===== src/jhs_pkg.sv =====
// Shared types and constants for the joint homing sequencer.
package jhs_pkg;

  // Homing starts on its own after reset when set
  localparam bit AUTO_HOME_ON_BOOT = 1'b1;

  // Reset values of the configuration registers
  localparam logic [31:0] SEEK_TIMEOUT_RST = 32'd10000;
  localparam logic [31:0] SETTLE_TIME_RST  = 32'd200;
  localparam logic [31:0] SEEK_STEP_RST    = 32'hFFFF_FC18;  // -1000

  typedef enum logic [2:0] {
    PH_IDLE   = 3'd0,
    PH_WAIT   = 3'd1,
    PH_SEEK   = 3'd2,
    PH_SETTLE = 3'd3,
    PH_ZERO   = 3'd4,
    PH_DONE   = 3'd5,
    PH_FAULT  = 3'd6
  } phase_t;

  typedef enum logic [2:0] {
    ACT_NONE         = 3'd0,
    ACT_INIT         = 3'd1,
    ACT_DISABLE      = 3'd2,
    ACT_ENABLE       = 3'd3,
    ACT_STOP_DISABLE = 3'd4,
    ACT_SEEK_MOVE    = 3'd5,
    ACT_ZERO_HOLD    = 3'd6,
    ACT_ZERO_FAILED  = 3'd7
  } action_t;

  // Drive state classes
  localparam logic [2:0] DRV_UNKNOWN  = 3'd1;
  localparam logic [2:0] DRV_READY    = 3'd2;
  localparam logic [2:0] DRV_POWER_ON = 3'd3;
  localparam logic [2:0] DRV_ENABLED  = 3'd4;
  localparam logic [2:0] DRV_ALARM    = 3'd5;

  // Configuration register indexes
  typedef enum logic [1:0] {
    CFG_SEEK_TIMEOUT = 2'd0,
    CFG_SETTLE_TIME  = 2'd1,
    CFG_SEEK_STEP    = 2'd2
  } cfg_idx_t;

  // One tick request
  typedef struct packed {
    logic [31:0] now_ms;
    logic        emergency;
    logic        home_request;
    logic        lower_stop;
    logic [2:0]  drive_class;
    logic        move_rejected;
    logic        zero_rejected;
    logic        clear_fault;
  } tick_t;

  // One result request
  typedef struct packed {
    logic [2:0]         action;
    logic signed [31:0] move_value;
    logic               owns_axis;
    logic [2:0]         phase;
    logic               homed;
    logic               faulted;
    logic               pending;
    logic               busy_res;
  } result_t;

  function automatic logic phase_busy(input phase_t p);
    phase_busy = (p == PH_WAIT) || (p == PH_SEEK) || (p == PH_SETTLE) || (p == PH_ZERO);
  endfunction

endpackage


===== src/jhs_if.sv =====
// Valid/ready channel interfaces for tick and result requests.
interface jhs_in_if;
  logic        valid;
  logic        ready;
  logic [31:0] now_ms;
  logic        emergency;
  logic        home_request;
  logic        lower_stop;
  logic [2:0]  drive_class;
  logic        move_rejected;
  logic        zero_rejected;
  logic        clear_fault;

  modport source (
    output valid, now_ms, emergency, home_request, lower_stop, drive_class,
           move_rejected, zero_rejected, clear_fault,
    input  ready
  );
  modport sink (
    input  valid, now_ms, emergency, home_request, lower_stop, drive_class,
           move_rejected, zero_rejected, clear_fault,
    output ready
  );
endinterface

interface jhs_out_if;
  logic               valid;
  logic               ready;
  logic [2:0]         action;
  logic signed [31:0] move_value;
  logic               owns_axis;
  logic [2:0]         phase;
  logic               homed;
  logic               faulted;
  logic               pending;
  logic               busy_res;

  modport source (
    output valid, action, move_value, owns_axis, phase, homed, faulted, pending, busy_res,
    input  ready
  );
  modport sink (
    input  valid, action, move_value, owns_axis, phase, homed, faulted, pending, busy_res,
    output ready
  );
endinterface


===== src/joint_homing_sequencer_unit.sv =====
// Lower-limit homing sequencer: tick register, phase logic, result register.
//
//  channel  | dir | handshake          | contents
//  in_ch    | in  | valid/ready        | one control tick
//  out_ch   | out | valid/ready        | action, move value, homing status
//  cfg_*    | in  | cfg_we, no wait    | seek timeout, settle time, seek step
//
// Ticks pass tick then result register; one tick per cycle unless out_ch stalls.
// The phase update and result are formed in one pass between the tick and
// result registers; the 32-bit timestamp subtract-and-compare sets the path.
// Synchronous active-low reset puts homing in idle with a request pending.
// A stalled result holds; the tick register then fills and in_ch.ready drops.
module joint_homing_sequencer_unit (
  input  logic        clk,
  input  logic        rst_n,
  jhs_in_if.sink      in_ch,
  jhs_out_if.source   out_ch,
  input  logic        cfg_we,
  input  logic [1:0]  cfg_idx,
  input  logic [31:0] cfg_wdata
);
  import jhs_pkg::*;

  // Configuration
  logic [31:0] seek_timeout_r;
  logic [31:0] settle_time_r;
  logic [31:0] seek_step_r;

  // Homing state
  phase_t      phase_r, phase_nxt;
  logic        need_r, need_nxt;
  logic        homed_r, homed_nxt;
  logic        fault_r, fault_nxt;
  logic [31:0] seek_start_r, seek_start_nxt;
  logic [31:0] settle_start_r, settle_start_nxt;

  // Pipeline
  logic    tick_valid_r;
  tick_t   tick_r;
  logic    out_valid_r;
  result_t out_r, out_nxt;
  logic    out_load, tick_adv;

  // Decode
  logic        owns, abort_c, seek_late, settle_ok;
  logic [31:0] seek_el, settle_el;
  action_t     action_c;
  logic [31:0] move_c;

  assign out_load = !out_valid_r || out_ch.ready;
  assign tick_adv = tick_valid_r && out_load;
  assign in_ch.ready = !tick_valid_r || out_load;

  // Config writes
  always_ff @(posedge clk) begin
    if (!rst_n) begin
      seek_timeout_r <= SEEK_TIMEOUT_RST;
      settle_time_r  <= SETTLE_TIME_RST;
      seek_step_r    <= SEEK_STEP_RST;
    end else if (cfg_we) begin
      case (cfg_idx)
        CFG_SEEK_TIMEOUT: seek_timeout_r <= cfg_wdata;
        CFG_SETTLE_TIME:  settle_time_r  <= cfg_wdata;
        CFG_SEEK_STEP:    seek_step_r    <= cfg_wdata;
        default: ;
      endcase
    end
  end

  // Tick register
  always_ff @(posedge clk) begin
    if (!rst_n) begin
      tick_valid_r <= 1'b0;
    end else if (in_ch.ready) begin
      tick_valid_r <= in_ch.valid;
    end
  end

  always_ff @(posedge clk) begin
    if (in_ch.valid && in_ch.ready) begin
      tick_r.now_ms        <= in_ch.now_ms;
      tick_r.emergency     <= in_ch.emergency;
      tick_r.home_request  <= in_ch.home_request;
      tick_r.lower_stop    <= in_ch.lower_stop;
      tick_r.drive_class   <= in_ch.drive_class;
      tick_r.move_rejected <= in_ch.move_rejected;
      tick_r.zero_rejected <= in_ch.zero_rejected;
      tick_r.clear_fault   <= in_ch.clear_fault;
    end
  end

  // Shared conditions
  assign owns      = !tick_r.clear_fault && (need_r || phase_r == PH_FAULT || phase_r > PH_FAULT);
  assign abort_c   = tick_r.emergency || !tick_r.home_request || !need_r;
  assign seek_el   = tick_r.now_ms - seek_start_r;
  assign settle_el = tick_r.now_ms - settle_start_r;
  assign seek_late = seek_el > seek_timeout_r;
  assign settle_ok = settle_el >= settle_time_r;

  // Next phase and flags
  always_comb begin
    phase_nxt        = phase_r;
    need_nxt         = need_r;
    homed_nxt        = homed_r;
    fault_nxt        = fault_r;
    seek_start_nxt   = seek_start_r;
    settle_start_nxt = settle_start_r;
    if (tick_r.clear_fault) begin
      if (phase_r == PH_FAULT) begin
        phase_nxt        = PH_IDLE;
        need_nxt         = 1'b1;
        homed_nxt        = 1'b0;
        fault_nxt        = 1'b0;
        seek_start_nxt   = '0;
        settle_start_nxt = '0;
      end
    end else if (owns) begin
      if (abort_c) begin
        if (phase_busy(phase_r)) begin
          phase_nxt        = PH_IDLE;
          homed_nxt        = 1'b0;
          fault_nxt        = 1'b0;
          seek_start_nxt   = '0;
          settle_start_nxt = '0;
        end
      end else begin
        case (phase_r)
          PH_IDLE: begin
            homed_nxt        = 1'b0;
            fault_nxt        = 1'b0;
            seek_start_nxt   = tick_r.now_ms;
            settle_start_nxt = '0;
            phase_nxt        = PH_WAIT;
          end
          PH_WAIT: begin
            if (tick_r.drive_class == DRV_ENABLED) begin
              seek_start_nxt = tick_r.now_ms;
              phase_nxt      = PH_SEEK;
            end else if (tick_r.drive_class == DRV_ALARM) begin
              need_nxt  = 1'b0;
              homed_nxt = 1'b0;
              fault_nxt = 1'b1;
              phase_nxt = PH_FAULT;
            end
          end
          PH_SEEK: begin
            if (seek_late || (!tick_r.lower_stop && tick_r.move_rejected)) begin
              need_nxt  = 1'b0;
              homed_nxt = 1'b0;
              fault_nxt = 1'b1;
              phase_nxt = PH_FAULT;
            end else if (tick_r.lower_stop) begin
              settle_start_nxt = tick_r.now_ms;
              phase_nxt        = PH_SETTLE;
            end
          end
          PH_SETTLE: begin
            if (settle_ok) phase_nxt = PH_ZERO;
          end
          PH_ZERO: begin
            if (tick_r.zero_rejected) begin
              need_nxt  = 1'b0;
              homed_nxt = 1'b0;
              fault_nxt = 1'b1;
              phase_nxt = PH_FAULT;
            end else begin
              need_nxt  = 1'b0;
              homed_nxt = 1'b1;
              fault_nxt = 1'b0;
              phase_nxt = PH_DONE;
            end
          end
          PH_DONE: homed_nxt = 1'b1;
          default: homed_nxt = 1'b0;
        endcase
      end
    end
  end

  // Action and move value
  always_comb begin
    action_c = ACT_NONE;
    move_c   = '0;
    if (owns) begin
      if (abort_c) begin
        if (phase_busy(phase_r)) action_c = ACT_STOP_DISABLE;
      end else begin
        case (phase_r)
          PH_WAIT: begin
            case (tick_r.drive_class)
              DRV_UNKNOWN:  action_c = ACT_INIT;
              DRV_READY:    action_c = ACT_DISABLE;
              DRV_POWER_ON: action_c = ACT_ENABLE;
              DRV_ALARM:    action_c = ACT_STOP_DISABLE;
              default:      action_c = ACT_NONE;
            endcase
          end
          PH_SEEK: begin
            if (seek_late || tick_r.lower_stop || tick_r.move_rejected) begin
              action_c = ACT_STOP_DISABLE;
            end else begin
              action_c = ACT_SEEK_MOVE;
              move_c   = seek_step_r;
            end
          end
          PH_ZERO: action_c = tick_r.zero_rejected ? ACT_ZERO_FAILED : ACT_ZERO_HOLD;
          default: action_c = ACT_NONE;
        endcase
      end
    end
  end

  // Result assembly
  always_comb begin
    out_nxt.action     = action_c;
    out_nxt.move_value = move_c;
    out_nxt.owns_axis  = owns;
    out_nxt.phase      = phase_nxt;
    out_nxt.homed      = homed_nxt;
    out_nxt.faulted    = fault_nxt;
    out_nxt.pending    = need_nxt;
    out_nxt.busy_res   = phase_busy(phase_nxt);
  end

  // State registers, updated as a tick moves into the result register
  always_ff @(posedge clk) begin
    if (!rst_n) begin
      phase_r        <= AUTO_HOME_ON_BOOT ? PH_IDLE : PH_DONE;
      need_r         <= AUTO_HOME_ON_BOOT;
      homed_r        <= !AUTO_HOME_ON_BOOT;
      fault_r        <= 1'b0;
      seek_start_r   <= '0;
      settle_start_r <= '0;
    end else if (tick_adv) begin
      phase_r        <= phase_nxt;
      need_r         <= need_nxt;
      homed_r        <= homed_nxt;
      fault_r        <= fault_nxt;
      seek_start_r   <= seek_start_nxt;
      settle_start_r <= settle_start_nxt;
    end
  end

  // Result register
  always_ff @(posedge clk) begin
    if (!rst_n) begin
      out_valid_r <= 1'b0;
    end else if (out_load) begin
      out_valid_r <= tick_valid_r;
    end
  end

  always_ff @(posedge clk) begin
    if (tick_adv) out_r <= out_nxt;
  end

  assign out_ch.valid      = out_valid_r;
  assign out_ch.action     = out_r.action;
  assign out_ch.move_value = out_r.move_value;
  assign out_ch.owns_axis  = out_r.owns_axis;
  assign out_ch.phase      = out_r.phase;
  assign out_ch.homed      = out_r.homed;
  assign out_ch.faulted    = out_r.faulted;
  assign out_ch.pending    = out_r.pending;
  assign out_ch.busy_res   = out_r.busy_res;

  // Checks
  a_homed_fault_excl: assert property (@(posedge clk) disable iff (!rst_n)
    out_valid_r |-> !(out_r.homed && out_r.faulted))
    else $error("homed and faulted both set");

  a_seek_move_phase: assert property (@(posedge clk) disable iff (!rst_n)
    (out_valid_r && out_r.action == ACT_SEEK_MOVE) |-> (out_r.phase == PH_SEEK))
    else $error("seek move outside seek phase");

  a_no_own_no_action: assert property (@(posedge clk) disable iff (!rst_n)
    (out_valid_r && !out_r.owns_axis) |-> (out_r.action == ACT_NONE))
    else $error("action issued without owning the axis");

  a_tick_held: assert property (@(posedge clk) disable iff (!rst_n)
    (tick_valid_r && !tick_adv) |=> (tick_valid_r && $stable(tick_r)))
    else $error("stalled tick lost");

  a_state_frozen: assert property (@(posedge clk) disable iff (!rst_n)
    !tick_adv |=> $stable(phase_r) && $stable(need_r))
    else $error("homing state moved without a tick");

endmodule

===== src/flat_wrapper.sv =====
// flat-port wrapper written by rule: the top's interface ports become plain ports
module joint_homing_sequencer_unit_flat import jhs_pkg::*;
  (clk, rst_n, cfg_we, cfg_idx, cfg_wdata, in_ch_valid, in_ch_now_ms, in_ch_emergency, in_ch_home_request, in_ch_lower_stop, in_ch_drive_class, in_ch_move_rejected, in_ch_zero_rejected, in_ch_clear_fault, in_ch_ready, out_ch_valid, out_ch_action, out_ch_move_value, out_ch_owns_axis, out_ch_phase, out_ch_homed, out_ch_faulted, out_ch_pending, out_ch_busy_res, out_ch_ready);
  jhs_in_if in_ch_i ();
  jhs_out_if out_ch_i ();
  input  logic clk;
  input  logic rst_n;
  input  logic cfg_we;
  input  logic [1:0] cfg_idx;
  input  logic [31:0] cfg_wdata;
  input wire logic [$bits(in_ch_i.valid)-1:0] in_ch_valid;
  input wire logic [$bits(in_ch_i.now_ms)-1:0] in_ch_now_ms;
  input wire logic [$bits(in_ch_i.emergency)-1:0] in_ch_emergency;
  input wire logic [$bits(in_ch_i.home_request)-1:0] in_ch_home_request;
  input wire logic [$bits(in_ch_i.lower_stop)-1:0] in_ch_lower_stop;
  input wire logic [$bits(in_ch_i.drive_class)-1:0] in_ch_drive_class;
  input wire logic [$bits(in_ch_i.move_rejected)-1:0] in_ch_move_rejected;
  input wire logic [$bits(in_ch_i.zero_rejected)-1:0] in_ch_zero_rejected;
  input wire logic [$bits(in_ch_i.clear_fault)-1:0] in_ch_clear_fault;
  output wire logic [$bits(in_ch_i.ready)-1:0] in_ch_ready;
  output wire logic [$bits(out_ch_i.valid)-1:0] out_ch_valid;
  output wire logic [$bits(out_ch_i.action)-1:0] out_ch_action;
  output wire logic [$bits(out_ch_i.move_value)-1:0] out_ch_move_value;
  output wire logic [$bits(out_ch_i.owns_axis)-1:0] out_ch_owns_axis;
  output wire logic [$bits(out_ch_i.phase)-1:0] out_ch_phase;
  output wire logic [$bits(out_ch_i.homed)-1:0] out_ch_homed;
  output wire logic [$bits(out_ch_i.faulted)-1:0] out_ch_faulted;
  output wire logic [$bits(out_ch_i.pending)-1:0] out_ch_pending;
  output wire logic [$bits(out_ch_i.busy_res)-1:0] out_ch_busy_res;
  input wire logic [$bits(out_ch_i.ready)-1:0] out_ch_ready;
  assign in_ch_i.valid = in_ch_valid;
  assign in_ch_i.now_ms = in_ch_now_ms;
  assign in_ch_i.emergency = in_ch_emergency;
  assign in_ch_i.home_request = in_ch_home_request;
  assign in_ch_i.lower_stop = in_ch_lower_stop;
  assign in_ch_i.drive_class = in_ch_drive_class;
  assign in_ch_i.move_rejected = in_ch_move_rejected;
  assign in_ch_i.zero_rejected = in_ch_zero_rejected;
  assign in_ch_i.clear_fault = in_ch_clear_fault;
  assign in_ch_ready = in_ch_i.ready;
  assign out_ch_valid = out_ch_i.valid;
  assign out_ch_action = out_ch_i.action;
  assign out_ch_move_value = out_ch_i.move_value;
  assign out_ch_owns_axis = out_ch_i.owns_axis;
  assign out_ch_phase = out_ch_i.phase;
  assign out_ch_homed = out_ch_i.homed;
  assign out_ch_faulted = out_ch_i.faulted;
  assign out_ch_pending = out_ch_i.pending;
  assign out_ch_busy_res = out_ch_i.busy_res;
  assign out_ch_i.ready = out_ch_ready;
  joint_homing_sequencer_unit u_core (.clk(clk), .rst_n(rst_n), .in_ch(in_ch_i), .out_ch(out_ch_i), .cfg_we(cfg_we), .cfg_idx(cfg_idx), .cfg_wdata(cfg_wdata));
endmodule

===== config.mk =====
export PLATFORM = sky130hd
export DESIGN_NAME = joint_homing_sequencer_unit_flat
export DESIGN_NICKNAME = d
export VERILOG_FILES = /design/src/jhs_pkg.sv /design/src/jhs_if.sv /design/src/joint_homing_sequencer_unit.sv /design/src/flat_wrapper.sv
export SDC_FILE = /design/constraint.sdc
export NUM_CORES = 1
export LEC_CHECK = 0
export BUFFER_PORTS_ARGS = -buffer_cell sky130_fd_sc_hd__buf_2
export CORE_ASPECT_RATIO = 2
export CORE_MARGIN = 2
export CORE_UTILIZATION = 31
export CTS_CLUSTER_DIAMETER = 40
export DETAILED_ROUTE_END_ITERATION = 16
export HOLD_SLACK_MARGIN = 0.05
export PLACE_DENSITY = 0.48
export SLEW_MARGIN = 20
export SYNTH_ARGS = -nofsm -noshare
export SYNTH_HDL_FRONTEND = slang
export SYNTH_SLANG_ARGS = --single-unit

===== constraint.sdc =====
create_clock -name clk -period 4 [get_ports clk]
set_input_delay 0.2 -clock clk [delete_from_list [all_inputs] [get_ports clk]]
set_output_delay 0.2 -clock clk [all_outputs]
set_load 0.005 [all_outputs]

# Yosys cells after proc, flatten, opt, wreduce, memory -nomap -nowiden
# Index checks and enable logic that the tools add are counted.
[classes]
n_addsub = 2
magnitude_cmp = 3
eq_ne = 22
mux = 59
n_bitwise = 2
n_reduce_logical = 36
[ops]
columns = ["op", "count"]
rows = [
  ["$mux W32", 11],
  ["$pmux W32 S2", 2],
  ["$sub A32 B32 Y32", 2],
  ["$mux W3", 12],
  ["$ge A32 B32 Y1", 1],
  ["$gt A32 B32 Y1", 1],
  ["$mux W1", 27],
  ["$eq A3 B2 Y1 const B", 6],
  ["$eq A3 B3 Y1 const B", 6],
  ["$logic_or A1 B1 Y1", 15],
  ["$pmux W3 S5", 1],
  ["$pmux W3 S4", 1],
  ["$eq A3 B1 Y1 const B", 3],
  ["$pmux W3 S3", 1],
  ["$ne A4 B1 Y1 const B", 2],
  ["$reduce_bool A4 Y1", 2],
  ["$reduce_and A7 Y1", 1],
  ["$logic_not A1 Y1", 6],
  ["$reduce_and A2 Y1", 3],
  ["$reduce_and A6 Y1", 1],
  ["$pmux W1 S5", 1],
  ["$logic_and A1 B1 Y1", 4],
  ["$ne A4 B2 Y1 const B", 1],
  ["$pmux W1 S4", 1],
  ["12 further kinds", 13],
]
[totals]
ff_bits = 252
word_cells = 151

# Logic depth before layout (Yosys ltp)
[depth]
depth_word = 12
ltp_mapped = 22

# Least setup slack after synthesis
# No wires, ideal clock.
[synth_timing]
path_type = "reg2reg"
from = "register u_core.tick_r[9] in the netlist's numbering"
to = "register u_core.out_r (netlist bit u_core.out_ch.move_value[0]), data pin"
setup_ns = 0.255
arrival_time_ns = 4.125
t_required_ns = 3.745
slack_ns = -0.380
path_stages_with_launch = 22
path_buffers = 1
synth_period_minus_slack_ns = 4.380
cell_sequence = "edfxtp_1 > inv_1 > ha_1 > inv_1 > fa_1 > a211oi_1 > nor2_1 > o2111ai_1 > a21o_1 > a21oi_1 > a211oi_1 > xnor2_1 > ha_1 > nand4_2 > nor4_4 > a22oi_1 > a31o_1 > a21oi_4 > nor3_2 > and4_1 > buf_2 > and2_1"
[synth_via]
elab_chain_len = 5
[synth_rtl]
columns = ["item", "line", "source"]
rows = [
  ["start, declared", "joint_homing_sequencer_unit.sv:39", "tick_t tick_r;"],
  ["$sub A32 B32 Y32", "joint_homing_sequencer_unit.sv:95", "assign seek_el = tick_r.now_ms - seek_start_r;"],
  ["$gt A32 B32 Y1", "joint_homing_sequencer_unit.sv:97", "assign seek_late = seek_el > seek_timeout_r;"],
  ["$logic_or A1 B1 Y1 (2 in series)", "joint_homing_sequencer_unit.sv:199", "if (seek_late || tick_r.lower_stop || tick_r.move_rejected) begin"],
  ["$reduce_or A4 Y1 (no line)", "--", ""],
  ["end signal, assigned", "joint_homing_sequencer_unit.sv:254", "if (tick_adv) out_r <= out_nxt;"],
  ["end, declared", "joint_homing_sequencer_unit.sv:41", "result_t out_r, out_nxt;"],
]
# No other way between the ends.
# A chain may end at the register's enable or synchronous reset.

# Final worst setup path
[layout_timing]
from = "register u_core.tick_r[9] in the netlist's numbering"
to = "register u_core.out_r (netlist bit u_core.out_ch.faulted), data pin"
[layout_via]
elab_chain_len = 8
[layout_rtl]
columns = ["item", "line", "source"]
rows = [
  ["$sub A32 B32 Y32", "joint_homing_sequencer_unit.sv:95", ""],
  ["$gt A32 B32 Y1", "joint_homing_sequencer_unit.sv:97", ""],
  ["$logic_or A1 B1 Y1", "joint_homing_sequencer_unit.sv:147", "if (seek_late || (!tick_r.lower_stop && tick_r.move_rejected)) begin"],
  ["$mux W1", "joint_homing_sequencer_unit.sv:147", ""],
  ["$pmux W1 S4", "joint_homing_sequencer_unit.sv:127", "case (phase_r)"],
  ["$mux W1", "joint_homing_sequencer_unit.sv:118", "if (abort_c) begin"],
  ["$mux W1", "joint_homing_sequencer_unit.sv:117", "end else if (owns) begin"],
  ["$mux W1", "joint_homing_sequencer_unit.sv:108", "if (tick_r.clear_fault) begin"],
  ["via u_core.fault_nxt", "joint_homing_sequencer_unit.sv:33", "logic fault_r, fault_nxt;"],
]
# The timed path passes the listed nets, and every way through them passes these cells.

==> results.sh <==
export IMPL_status="finished with violations"
export IMPL_violations="setup timing"
export IMPL_drt_pass1_iter_count=5
export IMPL_final_cells=2624
export IMPL_finalMaxSlewViolations=0
export IMPL_cts_max_level=1
export IMPL_wl_per_cell_um=15.2
export IMPL_die_area_mm2=0.0477
export IMPL_worstSetupEndpointType="flip-flop"
export IMPL_power_density_cell_area_mw_per_mm2=353
export IMPL_synth_top_area_frac=0.237
export IMPL_ys_types=79
export IMPL_area_growth_pct=36.3
export IMPL_synth_nets=1839
export IMPL_path_max_fanout=5
export IMPL_grt_pass1_vias=12600
export IMPL_hp_class="primary input to flip-flop"
export IMPL_ys_warn_count=0
export IMPL_dpl_hpwl_um=29600
export IMPL_synthTopCellsByArea="dfxtp_1 24%, edfxtp_1 18%, ha_1 11%, nand2_1 7.0%, a21oi_1 6.2%"
export IMPL_syn_inst=1628
export IMPL_final_area_mm2=0.0194
export IMPL_synth_top_cell_by_area="dfxtp_1"
export IMPL_grt_start_max_net_pins=74
export IMPL_drt_vias_per_instance=4.78
export IMPL_die_h_um=307
export IMPL_hold_viol_final=0
export IMPL_totalWireLength_um=39900
export IMPL_place_area_mm2=0.0170
export IMPL_clk_latency_ns=0.58
export IMPL_core_area_mm2=0.0456
export IMPL_drive_gt1_frac=0.243
export IMPL_final_antenna_net_count=0
export IMPL_antenna_cells=0
export IMPL_drt_iter0_markers=398
export IMPL_syn_cell_area_mm2=0.0142
export IMPL_dieWidth_um=155
export IMPL_max_freq_mhz=214
export IMPL_start_util=0.312
export IMPL_antenna_found_initial=0
export IMPL_startpoint_type="flip-flop"
export IMPL_pin_count=125
export IMPL_setup_violations_final=78
export IMPL_cts_root_buf="clkbuf_16"
export IMPL_relSlewSlack=0.344
export IMPL_vias=12500
export IMPL_cts_tree="done"
export IMPL_cts_sinks=252
export IMPL_setup_ws_ns=-0.662
export IMPL_p_leak_nw=7.81
export IMPL_rsz0062_at_grt="true"
export IMPL_maxCapViolations=0
export IMPL_synth_edf_count=84
export IMPL_cts_buffer_depth=3
export IMPL_skew_ns=0.0230
export IMPL_grt_ovfl_total=0
export IMPL_synthFlopType="dfxtp_1"
export IMPL_gp_congestion=0.869
export IMPL_criticalPathCategory="flip-flop to flip-flop"
export IMPL_grt_pass1_wl_um=64400
export IMPL_vdd_drop_max_mv=0.340
export IMPL_fin_crit_sh=1.17
export IMPL_portBuffers=124
export IMPL_synthArstFlopShare=0
export IMPL_row_count=111
export IMPL_numCtsBuffers=31
export IMPL_ys_seq_elements=252
export IMPL_path_clk_slew_ns=0.06
export IMPL_finalNetCount=2246
export IMPL_layout_min_cycle_time_ns=4.66
export IMPL_crit_required_ns=4.34
export IMPL_final_core_util=0.425
export IMPL_dp_cells=2470
export IMPL_worst_pin_slew_ns=0.985
export IMPL_grt_util_all_layers=0.166
export IMPL_synth_seq_area_share=0.414
export IMPL_arrival_ns=5.00
export IMPL_syn_avg_cell_area_um2=8.73
export IMPL_drc=0
==> power by group <==
group	switching, W	leakage [nW]	internal (W)
sequential	0.0000485	2.20	0.00273
clock	0.00123	0.499	0.00158
combinational	0.000645	5.11	0.000597
==> cell usage after synthesis, types with 5 or more instances <==
cell type	count
nand2_1	264
a21oi_1	176
dfxtp_1	168
inv_1	142
ha_1	129
edfxtp_1	84
nand3_1	72
nor2_1	63
clkbuf_1	49
o21ai_0	49
and2_1	41
xnor2_1	35
a22o_1	33
a21o_1	29
nor3_1	23
o211ai_1	21
nor2b_1	20
xor2_1	19
a211oi_1	16
and3_1	14
nand2b_1	14
nand4_1	13
buf_2	12
o21a_1	11
a31oi_1	7
o21bai_1	6
o31ai_1	6
or3_1	6
a211o_1	5
nand3b_1	5
==> final timing paths <==
check	depth (start not counted)	from	slack (ns)	to
worst min-delay path	3	rst_n	0.17	u_core.seek_step_r[4]$_SDFFE_PN1P_
worst max register to register	24	u_core.tick_r[9]$_DFFE_PP_	-0.66	u_core.out_ch.faulted$_DFFE_PP_
worst max-delay path	24	u_core.tick_r[9]$_DFFE_PP_	-0.66	u_core.out_ch.faulted$_DFFE_PP_
worst min register to register	2	u_core.seek_start_r[18]$_SDFFE_PN0P_	0.45	u_core.seek_start_r[18]$_SDFFE_PN0P_
==> cells in the final DEF (no fill, tap or decap), types with 6 or more instances in the layout <==
| cell | n |
|---|---|
| o21a_1 | 11 |
| buf_4 | 227 |
| o21ai_1 | 7 |
| a22o_1 | 33 |
| o21ai_0 | 43 |
| o21bai_1 | 6 |
| a21oi_1 | 168 |
| nand2_1 | 262 |
| nand4_1 | 13 |
| edfxtp_1 | 84 |
| nor2_1 | 59 |
| ha_1 | 125 |
| clkbuf_16 | 35 |
| nor2b_1 | 20 |
| a211oi_2 | 9 |
| or3_1 | 6 |
| buf_6 | 7 |
| nand2b_1 | 14 |
| o211ai_1 | 21 |
| and2_1 | 40 |
| buf_2 | 124 |
| a211oi_1 | 8 |
| a21oi_4 | 6 |
| xnor2_1 | 35 |
| xor2_1 | 19 |
| nand3_1 | 70 |
| dlygate4sd3_1 | 76 |
| nor3_1 | 22 |
| dfxtp_1 | 168 |
| a31oi_1 | 7 |
| and3_1 | 14 |
| inv_1 | 138 |
| a21o_1 | 29 |
==> layout make-up <==
class | instances | area (µm²)
timing repair buffer | 440 | 3280
sequential | 252 | 5890
clock buffer | 37 | 862
clock inverter | 20 | 188
fill | 4596 | 26200
inverter | 143 | 538
multi-input combinational | 1167 | 7920
tap | 565 | 707
==> stage by stage <==
stage / hold WS, ns / power (W) / setup WS [ns] / TNS, ns
after floorplan: 0.299 / 0.00347 / -0.134 / -4.26
after global placement: 0.376 / 0.00390 / -1.00 / -64.99
after detailed placement: 0.378 / 0.00391 / -1.06 / -68.10
after CTS: 0.150 / 0.00690 / -0.678 / -48.44
after global routing: 0.196 / 0.00717 / -0.904 / -65.51
final: 0.168 / 0.00684 / -0.662 / -45.88
==> per-layer routing <==
metal	share of wire	track usage	vias up	wire (µm)
met1	0.47	0.222	5762	18900
li1	-	-	6518	-
met2	0.47	0.285	215	18900
met3	0.031	0.0140	45	1240
met4	0.022	0.0501	0	871
met5	0	0	-	0
==> state kept, by name (all words and copies together) (netlist names), 3 cells and up <==
name,cells
u_core.out_ch.action,3
u_core.out_ch.move_value,32
u_core.out_ch.phase,3
u_core.phase_r,3
u_core.seek_start_r,32
u_core.seek_step_r,32
u_core.seek_timeout_r,32
u_core.settle_start_r,32
u_core.settle_time_r,32
u_core.tick_r,41
==> critical path, stage by stage, from the launching register on <==
cell,delay [ns]
edfxtp_1,0.40
inv_2,0.08
buf_6,0.09
ha_4,0.13
inv_2,0.03
fa_2,0.34
a211oi_2,0.20
nor2_2,0.09
o2111ai_2,0.25
a21o_1,0.27
a211oi_2,0.10
o31ai_1,0.19
nand2b_1,0.09
xor2_1,0.16
ha_1,0.30
nand4_2,0.12
nor4_4,0.23
nand2_2,0.13
nor4_4,0.29
a21oi_4,0.06
buf_12,0.15
buf_8,0.12
o2111ai_4,0.19
and2_1,0.17
o2bb2a_2,0.21
==> logic make-up after synthesis <==
family / share of synthesized area
AO/OA/AOI/OAI: 0.189
XOR/XNOR: 0.0333
adder cells (fa/ha/maj): 0.116
buffers and inverters: 0.0581
flip-flops: 0.414
AND/OR/NAND/NOR: 0.189
==> repair_timing <==
action                                  CTS  global route
endpoints found under the setup margin   78            78
hold buffers                             76             0
pin swaps                                28            19
resized for setup                        47            31
cloned                                    2             0
endpoints found under the hold margin   139             0
setup buffers                            13             7
(Power assumes the default switching activity.)
